**src/hw/rtl/swmlf_pkg.sv**
```systemverilog
// Shared constants for the sliding window majority label filter.
package swmlf_pkg;

   // Number of labels the window must hold before voting starts
   localparam int unsigned WARMUP_LEN = 3;

   // Widths fixed by the register map and the label fields
   localparam int unsigned LABEL_W     = 4;
   localparam int unsigned NUM_STATES_W = 5;
   localparam int unsigned WIN_LEN_W   = 6;
   localparam int unsigned CSR_DATA_W  = 6;
   localparam int unsigned CSR_INDEX_W = 1;

   // Register reset values
   localparam logic [NUM_STATES_W-1:0] NUM_STATES_RESET = 5'd16;
   localparam logic [WIN_LEN_W-1:0]    WIN_LEN_RESET    = 6'd8;

   typedef enum logic [CSR_INDEX_W-1:0] {
      CSR_NUM_STATES    = 1'b0,
      CSR_WINDOW_LENGTH = 1'b1
   } csr_index_type;

endpackage

```
**src/hw/rtl/sliding_window_majority_label_filter.sv**
```systemverilog
// Sliding window majority vote filter for class labels.
//
// Usage:
//   req_valid/req_ready carry one raw label per transaction (req_label).
//   rsp_valid/rsp_ready carry one filtered label per transaction
//   (rsp_filtered_label), one result for every accepted label, in order.
//   csr_wr_en/csr_index/csr_wr_data write num_states (index 0) or
//   window_length (index 1); any write clears the label history.
// Timing:
//   Throughput is one label per cycle while responses are taken. The first
//   stage updates the window and the per-state counts incrementally (one
//   label in, at most one evicted); the second runs a combinational argmax
//   tree over the registered counts into the response register. The evicted
//   label is prefetched from the window RAM into a register before its overwrite.
// Reset:
//   Synchronous reset empties the pipeline and history and restores
//   num_states = 16, window_length = 8. Window RAM contents are not cleared;
//   only slots written since the last clear are ever counted.
// Backpressure:
//   While rsp_ready is low the response holds, the middle stage fills and
//   then req_ready drops; no transaction is lost.
module sliding_window_majority_label_filter #(
   parameter int unsigned MAX_STATES = 16,
   parameter int unsigned MAX_WINDOW = 32
) (
   input  logic                                  clock,
   input  logic                                  reset,
   input  logic                                  req_valid,
   output logic                                  req_ready,
   input  logic [swmlf_pkg::LABEL_W-1:0]         req_label,
   output logic                                  rsp_valid,
   input  logic                                  rsp_ready,
   output logic [swmlf_pkg::LABEL_W-1:0]         rsp_filtered_label,
   input  logic                                  csr_wr_en,
   input  logic [swmlf_pkg::CSR_INDEX_W-1:0]     csr_index,
   input  logic [swmlf_pkg::CSR_DATA_W-1:0]      csr_wr_data
);

   localparam int unsigned PW  = (MAX_WINDOW > 1) ? $clog2(MAX_WINDOW) : 1;
   localparam int unsigned CW  = $clog2(MAX_WINDOW + 1);
   localparam int unsigned LW0 = $clog2(MAX_WINDOW + 1);
   localparam int unsigned LW  = (LW0 > swmlf_pkg::WIN_LEN_W) ? LW0 : swmlf_pkg::WIN_LEN_W;
   localparam int unsigned IW  = $clog2(MAX_STATES);
   localparam int unsigned P   = 2 ** IW;
   localparam int unsigned NODES = 2 * P - 1;

   localparam logic [LW-1:0] MAX_WIN_L = LW'(MAX_WINDOW);

   // configuration
   logic [swmlf_pkg::NUM_STATES_W-1:0] num_states_ff;
   logic [swmlf_pkg::WIN_LEN_W-1:0]    window_length_ff;
   logic [LW-1:0]                      wlen;

   // history
   logic [swmlf_pkg::LABEL_W-1:0] win_mem [MAX_WINDOW];
   logic [swmlf_pkg::LABEL_W-1:0] evict_ff;
   logic [PW-1:0]                 wp_ff, wp_in;
   logic [CW-1:0]                 fill_ff, fill_in;
   logic [CW-1:0]                 counts_ff [MAX_STATES];
   logic [CW-1:0]                 counts_in [MAX_STATES];
   logic                          full;
   logic                          clear;

   // pipeline
   logic                          accept;
   logic                          s2_free;
   logic                          s1_valid_ff, s1_valid_in;
   logic [swmlf_pkg::LABEL_W-1:0] s1_label_ff;
   logic                          s1_warm_ff;
   logic                          rsp_valid_ff, rsp_valid_in;
   logic [swmlf_pkg::LABEL_W-1:0] rsp_label_ff, rsp_label_in;

   // argmax tree
   logic [CW-1:0] node_cnt [NODES];
   logic [IW-1:0] node_idx [NODES];
   logic          node_tie [NODES];

   assign clear   = csr_wr_en;
   assign s2_free = !rsp_valid_ff || rsp_ready;
   assign req_ready = !s1_valid_ff || s2_free;
   assign accept  = req_valid && req_ready;

   // effective window length: zero acts as one, saturate at MAX_WINDOW
   always_comb begin
      priority if (window_length_ff == '0) begin
         wlen = LW'(1);
      end else if (LW'(window_length_ff) > MAX_WIN_L) begin
         wlen = MAX_WIN_L;
      end else begin
         wlen = LW'(window_length_ff);
      end
   end

   always_ff @(posedge clock) begin
      if (reset) begin
         num_states_ff    <= swmlf_pkg::NUM_STATES_RESET;
         window_length_ff <= swmlf_pkg::WIN_LEN_RESET;
      end else if (csr_wr_en) begin
         unique case (swmlf_pkg::csr_index_type'(csr_index))
            swmlf_pkg::CSR_NUM_STATES: begin
               num_states_ff <= csr_wr_data[swmlf_pkg::NUM_STATES_W-1:0];
            end
            swmlf_pkg::CSR_WINDOW_LENGTH: begin
               window_length_ff <= csr_wr_data[swmlf_pkg::WIN_LEN_W-1:0];
            end
         endcase
      end
   end

   assign full = (LW'(fill_ff) == wlen);

   always_comb begin
      logic [LW-1:0] wp_next;
      wp_next = LW'(wp_ff) + LW'(1);
      wp_in   = wp_ff;
      fill_in = fill_ff;
      if (clear) begin
         wp_in   = '0;
         fill_in = '0;
      end else if (accept) begin
         wp_in = (wp_next >= wlen) ? '0 : wp_next[PW-1:0];
         if (!full) begin
            fill_in = fill_ff + CW'(1);
         end
      end
   end

   // incremental histogram: add the new label, drop the evicted one once full
   always_comb begin
      logic inc;
      logic dec;
      logic new_counted;
      logic old_counted;
      new_counted = ({1'b0, req_label} < num_states_ff);
      old_counted = ({1'b0, evict_ff} < num_states_ff) && full;
      for (int i = 0; i < MAX_STATES; i++) begin
         inc = new_counted && (32'(req_label) == 32'(i));
         dec = old_counted && (32'(evict_ff) == 32'(i));
         counts_in[i] = counts_ff[i];
         if (clear) begin
            counts_in[i] = '0;
         end else if (accept) begin
            counts_in[i] = counts_ff[i] + CW'(inc) - CW'(dec);
         end
      end
   end

   always_ff @(posedge clock) begin
      if (reset) begin
         wp_ff   <= '0;
         fill_ff <= '0;
         for (int i = 0; i < MAX_STATES; i++) begin
            counts_ff[i] <= '0;
         end
      end else begin
         wp_ff   <= wp_in;
         fill_ff <= fill_in;
         for (int i = 0; i < MAX_STATES; i++) begin
            counts_ff[i] <= counts_in[i];
         end
      end
   end

   // window RAM; read port prefetches the slot the next label overwrites
   always_ff @(posedge clock) begin
      if (accept) begin
         win_mem[wp_ff] <= req_label;
      end
      evict_ff <= win_mem[wp_in];
   end

   // stage 1: holds the label whose counts sit in counts_ff
   always_comb begin
      s1_valid_in = s1_valid_ff;
      if (accept) begin
         s1_valid_in = 1'b1;
      end else if (s2_free) begin
         s1_valid_in = 1'b0;
      end
   end

   always_ff @(posedge clock) begin
      if (reset) begin
         s1_valid_ff <= 1'b0;
      end else begin
         s1_valid_ff <= s1_valid_in;
      end
      if (accept) begin
         s1_label_ff <= req_label;
         s1_warm_ff  <= (32'(fill_in) < swmlf_pkg::WARMUP_LEN);
      end
   end

   // argmax with tie flag, leaves padded with zero counts
   always_comb begin
      for (int i = 0; i < P; i++) begin
         node_idx[P-1+i] = IW'(i);
         node_tie[P-1+i] = 1'b0;
         node_cnt[P-1+i] = (i < MAX_STATES) ? counts_ff[i] : '0;
      end
      for (int n = P - 2; n >= 0; n--) begin
         if (node_cnt[2*n+1] > node_cnt[2*n+2]) begin
            node_cnt[n] = node_cnt[2*n+1];
            node_idx[n] = node_idx[2*n+1];
            node_tie[n] = node_tie[2*n+1];
         end else if (node_cnt[2*n+2] > node_cnt[2*n+1]) begin
            node_cnt[n] = node_cnt[2*n+2];
            node_idx[n] = node_idx[2*n+2];
            node_tie[n] = node_tie[2*n+2];
         end else begin
            node_cnt[n] = node_cnt[2*n+1];
            node_idx[n] = node_idx[2*n+1];
            node_tie[n] = 1'b1;
         end
      end
   end

   always_comb begin
      rsp_valid_in = rsp_valid_ff;
      rsp_label_in = rsp_label_ff;
      if (s2_free) begin
         rsp_valid_in = s1_valid_ff;
         if (s1_warm_ff || node_tie[0] || (node_cnt[0] == '0)) begin
            rsp_label_in = s1_label_ff;
         end else begin
            rsp_label_in = swmlf_pkg::LABEL_W'(node_idx[0]);
         end
      end
   end

   always_ff @(posedge clock) begin
      if (reset) begin
         rsp_valid_ff <= 1'b0;
      end else begin
         rsp_valid_ff <= rsp_valid_in;
      end
      rsp_label_ff <= rsp_label_in;
   end

   assign rsp_valid          = rsp_valid_ff;
   assign rsp_filtered_label = rsp_label_ff;

endmodule
```
**config.mk**
```make
export PLATFORM = sky130hd
export DESIGN_NAME = sliding_window_majority_label_filter
export DESIGN_NICKNAME = d
export VERILOG_FILES = /design/src/hw/rtl/swmlf_pkg.sv /design/src/hw/rtl/sliding_window_majority_label_filter.sv
export SDC_FILE = /design/constraint.sdc
export NUM_CORES = 1
export LEC_CHECK = 0
export BUFFER_PORTS_ARGS = -buffer_cell sky130_fd_sc_hd__buf_2
export CORE_MARGIN = 2
export CORE_UTILIZATION = 37
export CTS_BUF_LIST = sky130_fd_sc_hd__clkbuf_16
export CTS_CLUSTER_DIAMETER = 50
export DETAILED_ROUTE_END_ITERATION = 10
export GPL_ROUTABILITY_DRIVEN = 0
export HOLD_SLACK_MARGIN = 0.15
export PLACE_DENSITY_LB_ADDON = 0.15
export SETUP_SLACK_MARGIN = 0.2
export SYNTH_ARGS = -nofsm -noshare
export SYNTH_HDL_FRONTEND = slang
export SYNTH_SLANG_ARGS = --single-unit
```
**constraint.sdc**
```tcl
create_clock -name clock -period 16.3 [get_ports clock]
set_input_delay 1.63 -clock clock [delete_from_list [all_inputs] [get_ports clock]]
set_output_delay 1.63 -clock clock [all_outputs]
set_load 0.03 [all_outputs]
```
==> results, run 1 <==
- In this run the mean area of a mapped cell was around 9.3 um^2.
- The total nets after synthesis is ~2.1k.
- The slack of the worst reg-to-reg path is 7.32 ns.
- The quantity of I/O buffers inserted on ports is 21.
- The hold violation count in the final report was 0.
- The antenna diode count is 0.
- The post-synthesis compound-gate area fraction is 17.0%.
- The final-report max-slew violation count is 0.
- The via count of the routed design is between 10k and 15k.
- In this run the tightest slew margin relative to its limit is between 15 and 20%.
- The maximum vdd drop is between 0.15 and 0.2 mV.
- The initialized floorplan defines 79 standard-cell rows.
- The wire length reported by the detailed router is between 40 and 50 mm.
- In this run, synthesis inferred 137 flip-flops with an integrated enable.
- The startpoint type of the worst setup path is a flip-flop.
- The dominant combinational cell family by area after synthesis is compound AO/OA/AOI/OAI gates.
- The post-synthesis async set-or-reset flop share is 0%.
- The shortest clock period the worst path allows after layout is between 8 and 9 ns.
- The height of the die is around 220 um.
- The count of H-tree levels built during CTS is 2.
- Dividing total power by cell area gives a power density of approximately 110 nW/um^2.
- The path class of the lowest-slack min-delay path is reg -> reg.
- The distinct cell type count of the synthesized netlist is 77.
- The slew of the pin with the lowest slew margin is between 1 and 1.5 ns.
- Global routing consumed, over all layers together, between 10% and 20% of the routing resources.
- The clock input transition at the sequential cells of the worst setup and hold paths is around 0.060 ns.
- The count of endpoints failing setup in the final report is 0.
- The library cell used most frequently in the layout, excluding fill and tap cells, is inv_1.
- Multiplexer cells account for 6.85% of the synthesized area.
- The type of destination of the critical path is a flip-flop.
- The worst register-to-register path has a depth of 32.
- The longest clock path from root to sink contains 3 buffers.
- The region available for standard cell placement spans 46800 um^2.
- The post-cts hold buffer count is 0.
- The leading register cell type out of synthesis is edfxtp_1.
- The cell area after placement is between 15000 and 20000 um^2.
- Dividing the final minimum period by the clock period gives a little under three fifths.
- Summed over all failing endpoints, the final setup total negative slack is 0 ns.
- After detailed routing, the average wire length per cell comes to approximately 17 um.
- The synthesized instance count is between 1.5k and 2k.
- The initial antenna violation count came to 1.
- The number of global-route vias before repair was 13.4k.
- The first-iteration detailed-routing DRC count is 684.
- The post-synthesis share of cell area spent on and, or, nand and nor gates is 12.7%.
- The post-synthesis register bit count is 261.
- The maximum fanout along the worst path is 10.
- The source-to-sink clock delay at the later pin of the worst-skew pair is 0.59 ns.
- The number of filler cells placed in the layout is between 4k and 5k.
- The total number of clock tree sinks is approximately 260.
- The length of the first detailed-routing pass in iterations is 8.
- The startpoint of the tightest hold check path is counts_ff[0][30]$_SDFFE_PP0P_.
- For this configuration, the core starts out at a cell density of ~38%.
- For this design, the slowest cell found on the critical path is nor2_1.
- The number of I/O pins is 22.
- The clock tree from TritonCTS is yes.
- The critical path is of the reg -> reg type.
- The CTS root buffer is clkbuf_16.
- Once detail routing completed, the nets flagged for antenna violations numbered 0.
- After synthesis, flip-flops and latches occupy between 30% and 40% of the total area.
- The first global-routing pass estimated ~70 mm of wire.
- In this run, post-CTS repair resized a total of 0 instances.
- The required time at the worst-slack endpoint is 16.61 ns.
- The count of maximum capacitance violations is 0.
- Yosys printed 0 warnings.
- The cell area after layout is about 20000 um^2.
- The count of buffer and inverter cells on the critical path is 2.
- The total overflow left after global routing is 0.
- Registers take around 6600 um^2.
- The flow ran to the end, and the final reports show no timing, DRC or antenna violations.
- Setup repair after global routing left no endpoint under its margin.
- The TritonCTS buffer count is a little over 40.
- The combined area of the multi-input logic cells is between 9000 and 10000 um^2.
- The worst hold path terminates at counts_ff[0][30]$_SDFFE_PP0P_.
- After detailed routing, the number of vias per cell comes to approximately 5.3.
- The die is between 200 and 250 um wide.
- The launch point of the worst reg-to-reg path is counts_ff[0][16]$_SDFFE_PP0P_.
- Entering global routing, the biggest net connects between 60 and 70 pins.
- The worst register-to-register path ends at rsp_filtered_label[1]$_DFFE_PP_.
- The share of final-layout standard cells stronger than drive strength 1 is roughly 7.7%.
- The net count of the finished layout is 2144.
- The half-perimeter wire length of the detailed placement result is between 30 and 40 mm.
- Between clock sinks in the finished design, the worst skew comes to approximately 0.025 ns.
- The cell repeated most along the worst path is ha_1.
- The worst hold path passes through 2 cells.
- For this run, design rule violations remaining after detail routing come to 0.
- The reported leakage power is 7.82 nW.
- The die covers between 40000 and 50000 um^2.
- Data arrives at the worst endpoint at 9.30 ns.
- The area growth from synthesis to layout is 12.0%.
- The area share of fa/ha/maj cells after synthesis is around 16%.
- In the layout the commonest cells are 208 x inv_1, 201 x ha_1, 188 x a21oi_1.
- In this run the post-CTS setup repair buffer count came out at 0.
- In this design, the stage delay of the slowest critical-path cell is approximately 0.53 ns.
- Broken down by cell family, the worst path's largest delay share belongs to compound AO/OA/AOI/OAI gates.
- Summing the areas of all xor and xnor instances in the mapped netlist gives 3.93% of the synthesized area.
- Derived from the worst setup path, the maximum achievable clock frequency is 111 MHz.
- The synthesized area is approximately 18000 um^2.
-- registers in the layout, summed over array words and instances, names as in the netlist --
register	flops
counts_ff	96
evict_ff	4
fill_ff	6
num_states_ff	5
rsp_filtered_label	4
rsp_valid	1
s1_label_ff	4
s1_valid_ff	1
s1_warm_ff	1
win_mem	128
window_length_ff	6
wp_ff	5
-- where the power goes --
group	total (W)	internal [W]	leakage [nW]	switching, W
registers	0.000722	0.000706	2.25	0.0000168
logic	0.000605	0.000231	4.90	0.000375
clock network	0.000888	0.000524	0.675	0.000363
-- layout make-up --
class,instances,share of cell area (%)
Tap cell,607,3.85
Clock buffer,41,5.21
Sequential cell,261,33.5
Clock inverter,35,1.89
Multi-Input combinational cell,1368,50.7
Inverter,208,3.97
Timing Repair Buffer,31,0.914
-- metrics by stage --
step                power, W  hold WS, ns  cells  worst slack (ns)  util (%)
global route         0.00235        0.489   2551              6.70      42.2
floorplan            0.00119        0.436   1900              8.64         -
detailed placement   0.00134        0.447   2475              7.47      39.2
CTS                  0.00224        0.453   2551              7.38      42.2
global placement     0.00133        0.444   2475              7.72      39.2
finish               0.00222        0.455   2551              7.32      42.2
-- per-layer routing --
layer  track usage [%]  vias up  routed length [um]
met4              5.60        2                1030
met2              27.8      173               18800
li1                  -     6769                   -
met5                 0        -                   9
met1              24.1     6415               21100
met3              3.13       72                1800
-- synth_stat cells (17+ instances only) --
library cell	instances	area [um^2]
a211oi_1	21	158
a21o_1	84	631
a21oi_1	189	946
clkbuf_1	53	199
dfxtp_1	124	2480
edfxtp_1	137	4110
ha_1	201	2510
inv_1	207	777
mux2i_1	68	681
mux4_2	18	405
nand2_1	184	691
nand2b_1	17	106
nand3_1	32	160
nor2_1	175	657
nor3_1	25	125
o21ai_0	61	305
or3_1	20	125
xnor2_1	74	648
-- logic make-up (layout without fill, tap and decap cells) --
family,count (synthesis),in the layout
AND/OR/NAND/NOR,508,508
buffers and inverters,271,315
multiplexers,96,96
AO/OA/AOI/OAI,468,468
flip-flops,261,261
XOR/XNOR,79,79
adder cells (fa/ha/maj),217,217
-- how the worst max path moves through the flow --
stage	start	to	slack, ns	cells after the start
5_1_grt	counts_ff[0][16]$_SDFFE_PP0P_	rsp_filtered_label[1]$_DFFE_PP_	6.70	32
4_1_cts	counts_ff[0][16]$_SDFFE_PP0P_	rsp_filtered_label[1]$_DFFE_PP_	7.38	34
2_1_floorplan	counts_ff[0][16]$_SDFFE_PP0P_	rsp_filtered_label[0]$_DFFE_PP_	8.64	37
3_5_place_dp	counts_ff[0][16]$_SDFFE_PP0P_	rsp_filtered_label[1]$_DFFE_PP_	7.47	32
3_3_place_gp	counts_ff[0][16]$_SDFFE_PP0P_	rsp_filtered_label[0]$_DFFE_PP_	7.72	32
6_report	counts_ff[0][16]$_SDFFE_PP0P_	rsp_filtered_label[1]$_DFFE_PP_	7.32	32
-- tightest hold or removal path: cells and delay by family (launching register included) --
family	cells	cell delay, ns
and+or+nand+nor	1	0.05
AOI/OAI and AO/OA	1	0.05
DFF	1	0.30
Power figures use the tool's default switching activity.
==> run 2: changes to the inputs <==
ABC_AREA = 1   (was not set)
clock period = 7.5 ns   (was 16.3 ns; I/O delays follow)
==> run 2 against run 1 <==
Compared with the run above:
- routed wire length is 6.9% higher
- die area up 0.18%
- clock skew is 0.018 ns higher
- cell count rose by 9.3%
==> results, run 2 <==
- The source-to-sink clock delay at the later pin of the worst-skew pair was 0.59 ns (about the same).
- The share of final-layout standard cells stronger than drive strength 1 is 9.26% (+1.5 points).
- The final-layout setup total negative slack is 0 ns (unchanged).
- The number of warnings issued by yosys was 0 (unchanged).
- The endpoint of the most critical register-to-register path is rsp_filtered_label[3]$_DFFE_PP_.
- The pin count of the biggest net entering global routing is 82 (+22%).
- The count of flip-flops with a built-in enable after synthesis is 137 (unchanged).
- The sequential cell fraction of total power is 24.4% (-8.2 points).
- The synthesized area per cell came to 8.23 um^2 (-11%).
- The worst slew slack as a fraction of its limit is 28.8% (+12 points).
- Setup repair after global routing left no endpoint under its margin.
- The count of maximum capacitance violations is 0 (unchanged).
- The leading register cell type out of synthesis is edfxtp_1.
- The library cells used most frequently in the layout, excluding fill and tap cells, are 310 x inv_1, 271 x nand2_1, 228 x o21ai_0.
- In this run the worst hold path is classified as in -> reg.
- The antenna diode count is 0 (unchanged).
- The count of endpoints failing setup in the final report was 0 (unchanged).
- The slew of the pin with the lowest slew margin is 1.07 ns (-0.175 ns).
- The wire length of the first global-routing pass is 74.0 mm (+6.1%).
- The longest individual stage delay on the worst path is 0.43 ns (-0.10 ns).
- The floorplan row count is 79 (unchanged).
- The type of destination of the critical path is a flip-flop.
- The register bank with the most flops is win_mem.
- The startpoint-to-endpoint class of the critical path is reg -> reg.
- The slack of the worst reg-to-reg path is 0.81 ns (-6.51 ns).
- The count of H-tree levels built during CTS was 2 (unchanged).
- The number of global-route vias before repair is 13.8k (+3.5%).
- The clock network power share came to 29.1% (-11 points).
- The first-iteration detailed-routing DRC count is 909 (+33%).
- The via count normalized by instance count is 5.11 (-3.0%).
- The post-synthesis async set-or-reset flop share is 0% (unchanged).
- The buffer levels on the longest clock path came to 3 (unchanged).
- The post-layout net count is 2383 (+11%).
- The shortest clock period the worst path allows after layout was 6.69 ns (-2.29 ns).
- The length of the first detailed-routing pass in iterations is 5 (-3).
- The startpoint type of the worst setup path is a flip-flop.
- The total routing resource utilization after global routing is 18.7% (+1.2 points).
- Ranked by instance count, the synthesized netlist is headed by 306 x inv_1, 274 x nand2_1, 228 x o21ai_0, 201 x ha_1, 200 x nor2_1.
- The via count of the routed design is 14.2k (+6.0%).
- The maximum fanout along the worst path is 13 (+3).
- The upper clock frequency limit came to 149 MHz (+34%).
- The library cell used most frequently in the layout, excluding fill and tap cells, is inv_1.
- The part of the power in combinational logic was 46.5% (+19 points).
- The wire length reported by the detailed router is 45.7 mm (+6.9%).
- The cell area after placement is 18300 um^2 (about the same).
- The TritonCTS buffer count is 41 (unchanged).
- The die width is 222 um (about the same).
- The height of the die is 222 um (about the same).
- For hold timing, the worst endpoint is num_states_ff[4]$_SDFFE_PP1P_.
- The post-CTS repair timing setup buffer count is 0 (unchanged).
- Clock tree synthesis selected as its root buffer the cell clkbuf_16.
- In the final layout, the registers with the most flip-flops are win_mem: 128 flops, counts_ff: 96 flops.
- The residual DRC count is 0 (unchanged).
- The run finished with clean final reports.
- The cell type with the largest total area after synthesis is edfxtp_1.
- The half-perimeter wire length of the detailed placement result was 32.4 mm (+5.7%).
- The signal arrival time at the worst endpoint came to 7.00 ns (-2.30 ns).
- The proportion of netlist area held by the largest area contributor is 23.3% (-0.041 points).
- The number of I/O pins is 22 (unchanged).
- The depth of the worst register-to-register path is 42 (+31%).
- By area the synthesized netlist is led by edfxtp_1 23%, ha_1 14%, dfxtp_1 14%, inv_1 6.5%, o21ai_0 6.5%.
- The internal power is 0.00381 W (+160%).
- The total number of clock tree sinks is 261 (unchanged).
- The total nets after synthesis was 2376 (+11%).
- The cell area after layout is 19700 um^2 (about the same).
- The reported leakage power is 8.42 nW (+7.6%).
- The distinct cell type count of the synthesized netlist is 53 (-31%).
- The post-synthesis register bit count was 261 (unchanged).
- The launch point of the worst reg-to-reg path is counts_ff[1][29]$_SDFFE_PP0P_.
- The part of the Yosys area used for sequential elements is 37.4% (-0.067 points).
- By instance count, the leading cell after synthesis is inv_1.
- The worst-case clock skew is 0.0433 ns (+0.0185 ns).
- The flip-flop count of the largest register after layout was 128 (unchanged).
- The cell repeated most along the worst path is inv_1.
- The cell with the biggest individual delay on the critical path is o21ai_0.
- The synthesized instance count is 2143 (+13%).
- The final-report max-slew violation count is 0 (unchanged).
- The required time at the worst-slack endpoint was 7.81 ns (-8.80 ns).
- The depth of the worst hold-timing path is 3 (+1).
- The power per standard cell area was 333 nW/um^2 (+200%).
- The hold violation count in the final report is 0 (unchanged).
- The share of the clock period used by the worst path came to 89.2% (+34 points).
- The total global routing overflow was 0 (unchanged).
- The clock input transition at the sequential cells of the worst setup and hold paths is 0.06 ns (about the same).
- The total chip power is 0.00657 W (+200%).
- The total core area was 46800 um^2 (unchanged).
- The synthesized area is 17600 um^2 (+0.18%).
- The final antenna-violating net count is 0 (unchanged).
- The maximum vdd drop is 0.332 mV (+120%).
- The initial core utilization is 37.7% (+0.067 points).
- The switching share of total power came to 42.0% (+7.9 points).
- The average wire length per cell after detail routing is 16.4 um (-2.3%).
- The switching power summed over all nets is 0.00276 W (+270%).
- The total die area came to 49400 um^2 (+0.18%).
- The startpoint identified for the worst hold timing path is csr_wr_data[4].
- The quantity of I/O buffers inserted on ports is 21 (unchanged).
- The initial antenna violation count is 0 (-1).
- TritonCTS built the clock tree.
- The number of filler cells placed in the layout is 4662 (+2.9%).
- The synthesis-to-layout area growth is 11.8%.
==> run 2: cell count changes after synthesis, moves of 27 or more <==
cell     previous run  this run
inv_1             207       306
nand2_1           184       274
nand2_2             0        34
mux2i_1            68         0
o21ai_0            61       228
nand3_1            32        83
a21o_1             84         2
xor2_1              5        32
xnor2_1            74        18
==> run 2: critical path: cells and delay by family, from the launching register on <==
family,cells,cell delay [ns]
and+or+nand+nor,15,1.63
AOI/OAI and AO/OA,13,2.07
DFF,1,0.31
buffers and inverters,10,1.09
adders and majority gates,4,1.29
==> run 2: timing repair <==
item,in CTS,in global routing
endpoints found under the setup margin,0,4
hold buffers,0,0
gates resized for setup,0,4
==> run 2: logic make-up after synthesis <==
family | Yosys count | synth area share, %
compound gates | 551 | 17.5
simple gates | 681 | 18.1
fa+ha+maj | 217 | 16.1
xor+xnor | 50 | 2.48
flops | 261 | 37.4
buf+inv | 383 | 8.40
==> run 2: final cells by class <==
class / count / area, um^2 / area share (%)
flip-flops and latches: 261 / 6600 / 33.5
inverters: 316 / 1190 / 6.03
repair buffers: 31 / 180 / 0.914
clock inverters: 33 / 347 / 1.76
well taps: 607 / 759 / 3.85
multi-input cells: 1499 / 9590 / 48.6
clock buffers: 42 / 1050 / 5.33
==> run 2: layer usage <==
metal / global-route usage [%] / vias to the layer above / part of all wire (%) / routed length [um]
met4: 4.77 / 0 / 2.1 / 954
li1: - / 7305 / - / -
met3: 3.37 / 62 / 4.5 / 2040
met2: 30.7 / 266 / 46 / 20800
met5: 0 / - / 0 / 0
met1: 25.4 / 6609 / 48 / 21900
==> run 2: worst max-delay path by stage <==
| stage | startpoint | end | cells past startpoint |
|---|---|---|---|
| after detailed placement | counts_ff[0][27]$_SDFFE_PP0P_ | rsp_filtered_label[2]$_DFFE_PP_ | 38 |
| final | counts_ff[1][29]$_SDFFE_PP0P_ | rsp_filtered_label[3]$_DFFE_PP_ | 42 |
| after floorplan | counts_ff[1][1]$_SDFFE_PP0P_ | rsp_filtered_label[3]$_DFFE_PP_ | 42 |
| after global routing | counts_ff[0][27]$_SDFFE_PP0P_ | rsp_filtered_label[3]$_DFFE_PP_ | 38 |
| after global placement | counts_ff[0][40]$_SDFFE_PP0P_ | rsp_filtered_label[0]$_DFFE_PP_ | 38 |
| after CTS | counts_ff[0][27]$_SDFFE_PP0P_ | rsp_filtered_label[3]$_DFFE_PP_ | 38 |
==> run 2: through the flow <==
| stage | utilization [%] | hold slack [ns] | setup slack, ns | cells |
|---|---|---|---|---|
| finish | 42.2 | 0.409 | 0.809 | 2789 |
| global route | 42.2 | 0.407 | 0.234 | 2789 |
| CTS | 42.1 | 0.367 | 0.619 | 2789 |
| detailed placement | 39.1 | 0.448 | 0.668 | 2714 |
| global placement | 39.1 | 0.445 | 0.801 | 2714 |
| floorplan | - | 0.430 | 1.42 | 2143 |
==> run 2: power groups by stage <==
| stage | Sequential [W] | Combinational [W] | Clock [W] |
|---|---|---|---|
| finish | 0.00160 | 0.00306 | 0.00191 |
| global route | 0.00161 | 0.00345 | 0.00203 |
| CTS | 0.00160 | 0.00303 | 0.00197 |
| detailed placement | 0.00163 | 0.00301 | 0 |
| global placement | 0.00163 | 0.00298 | 0 |
| floorplan | 0.00164 | 0.00232 | 0 |
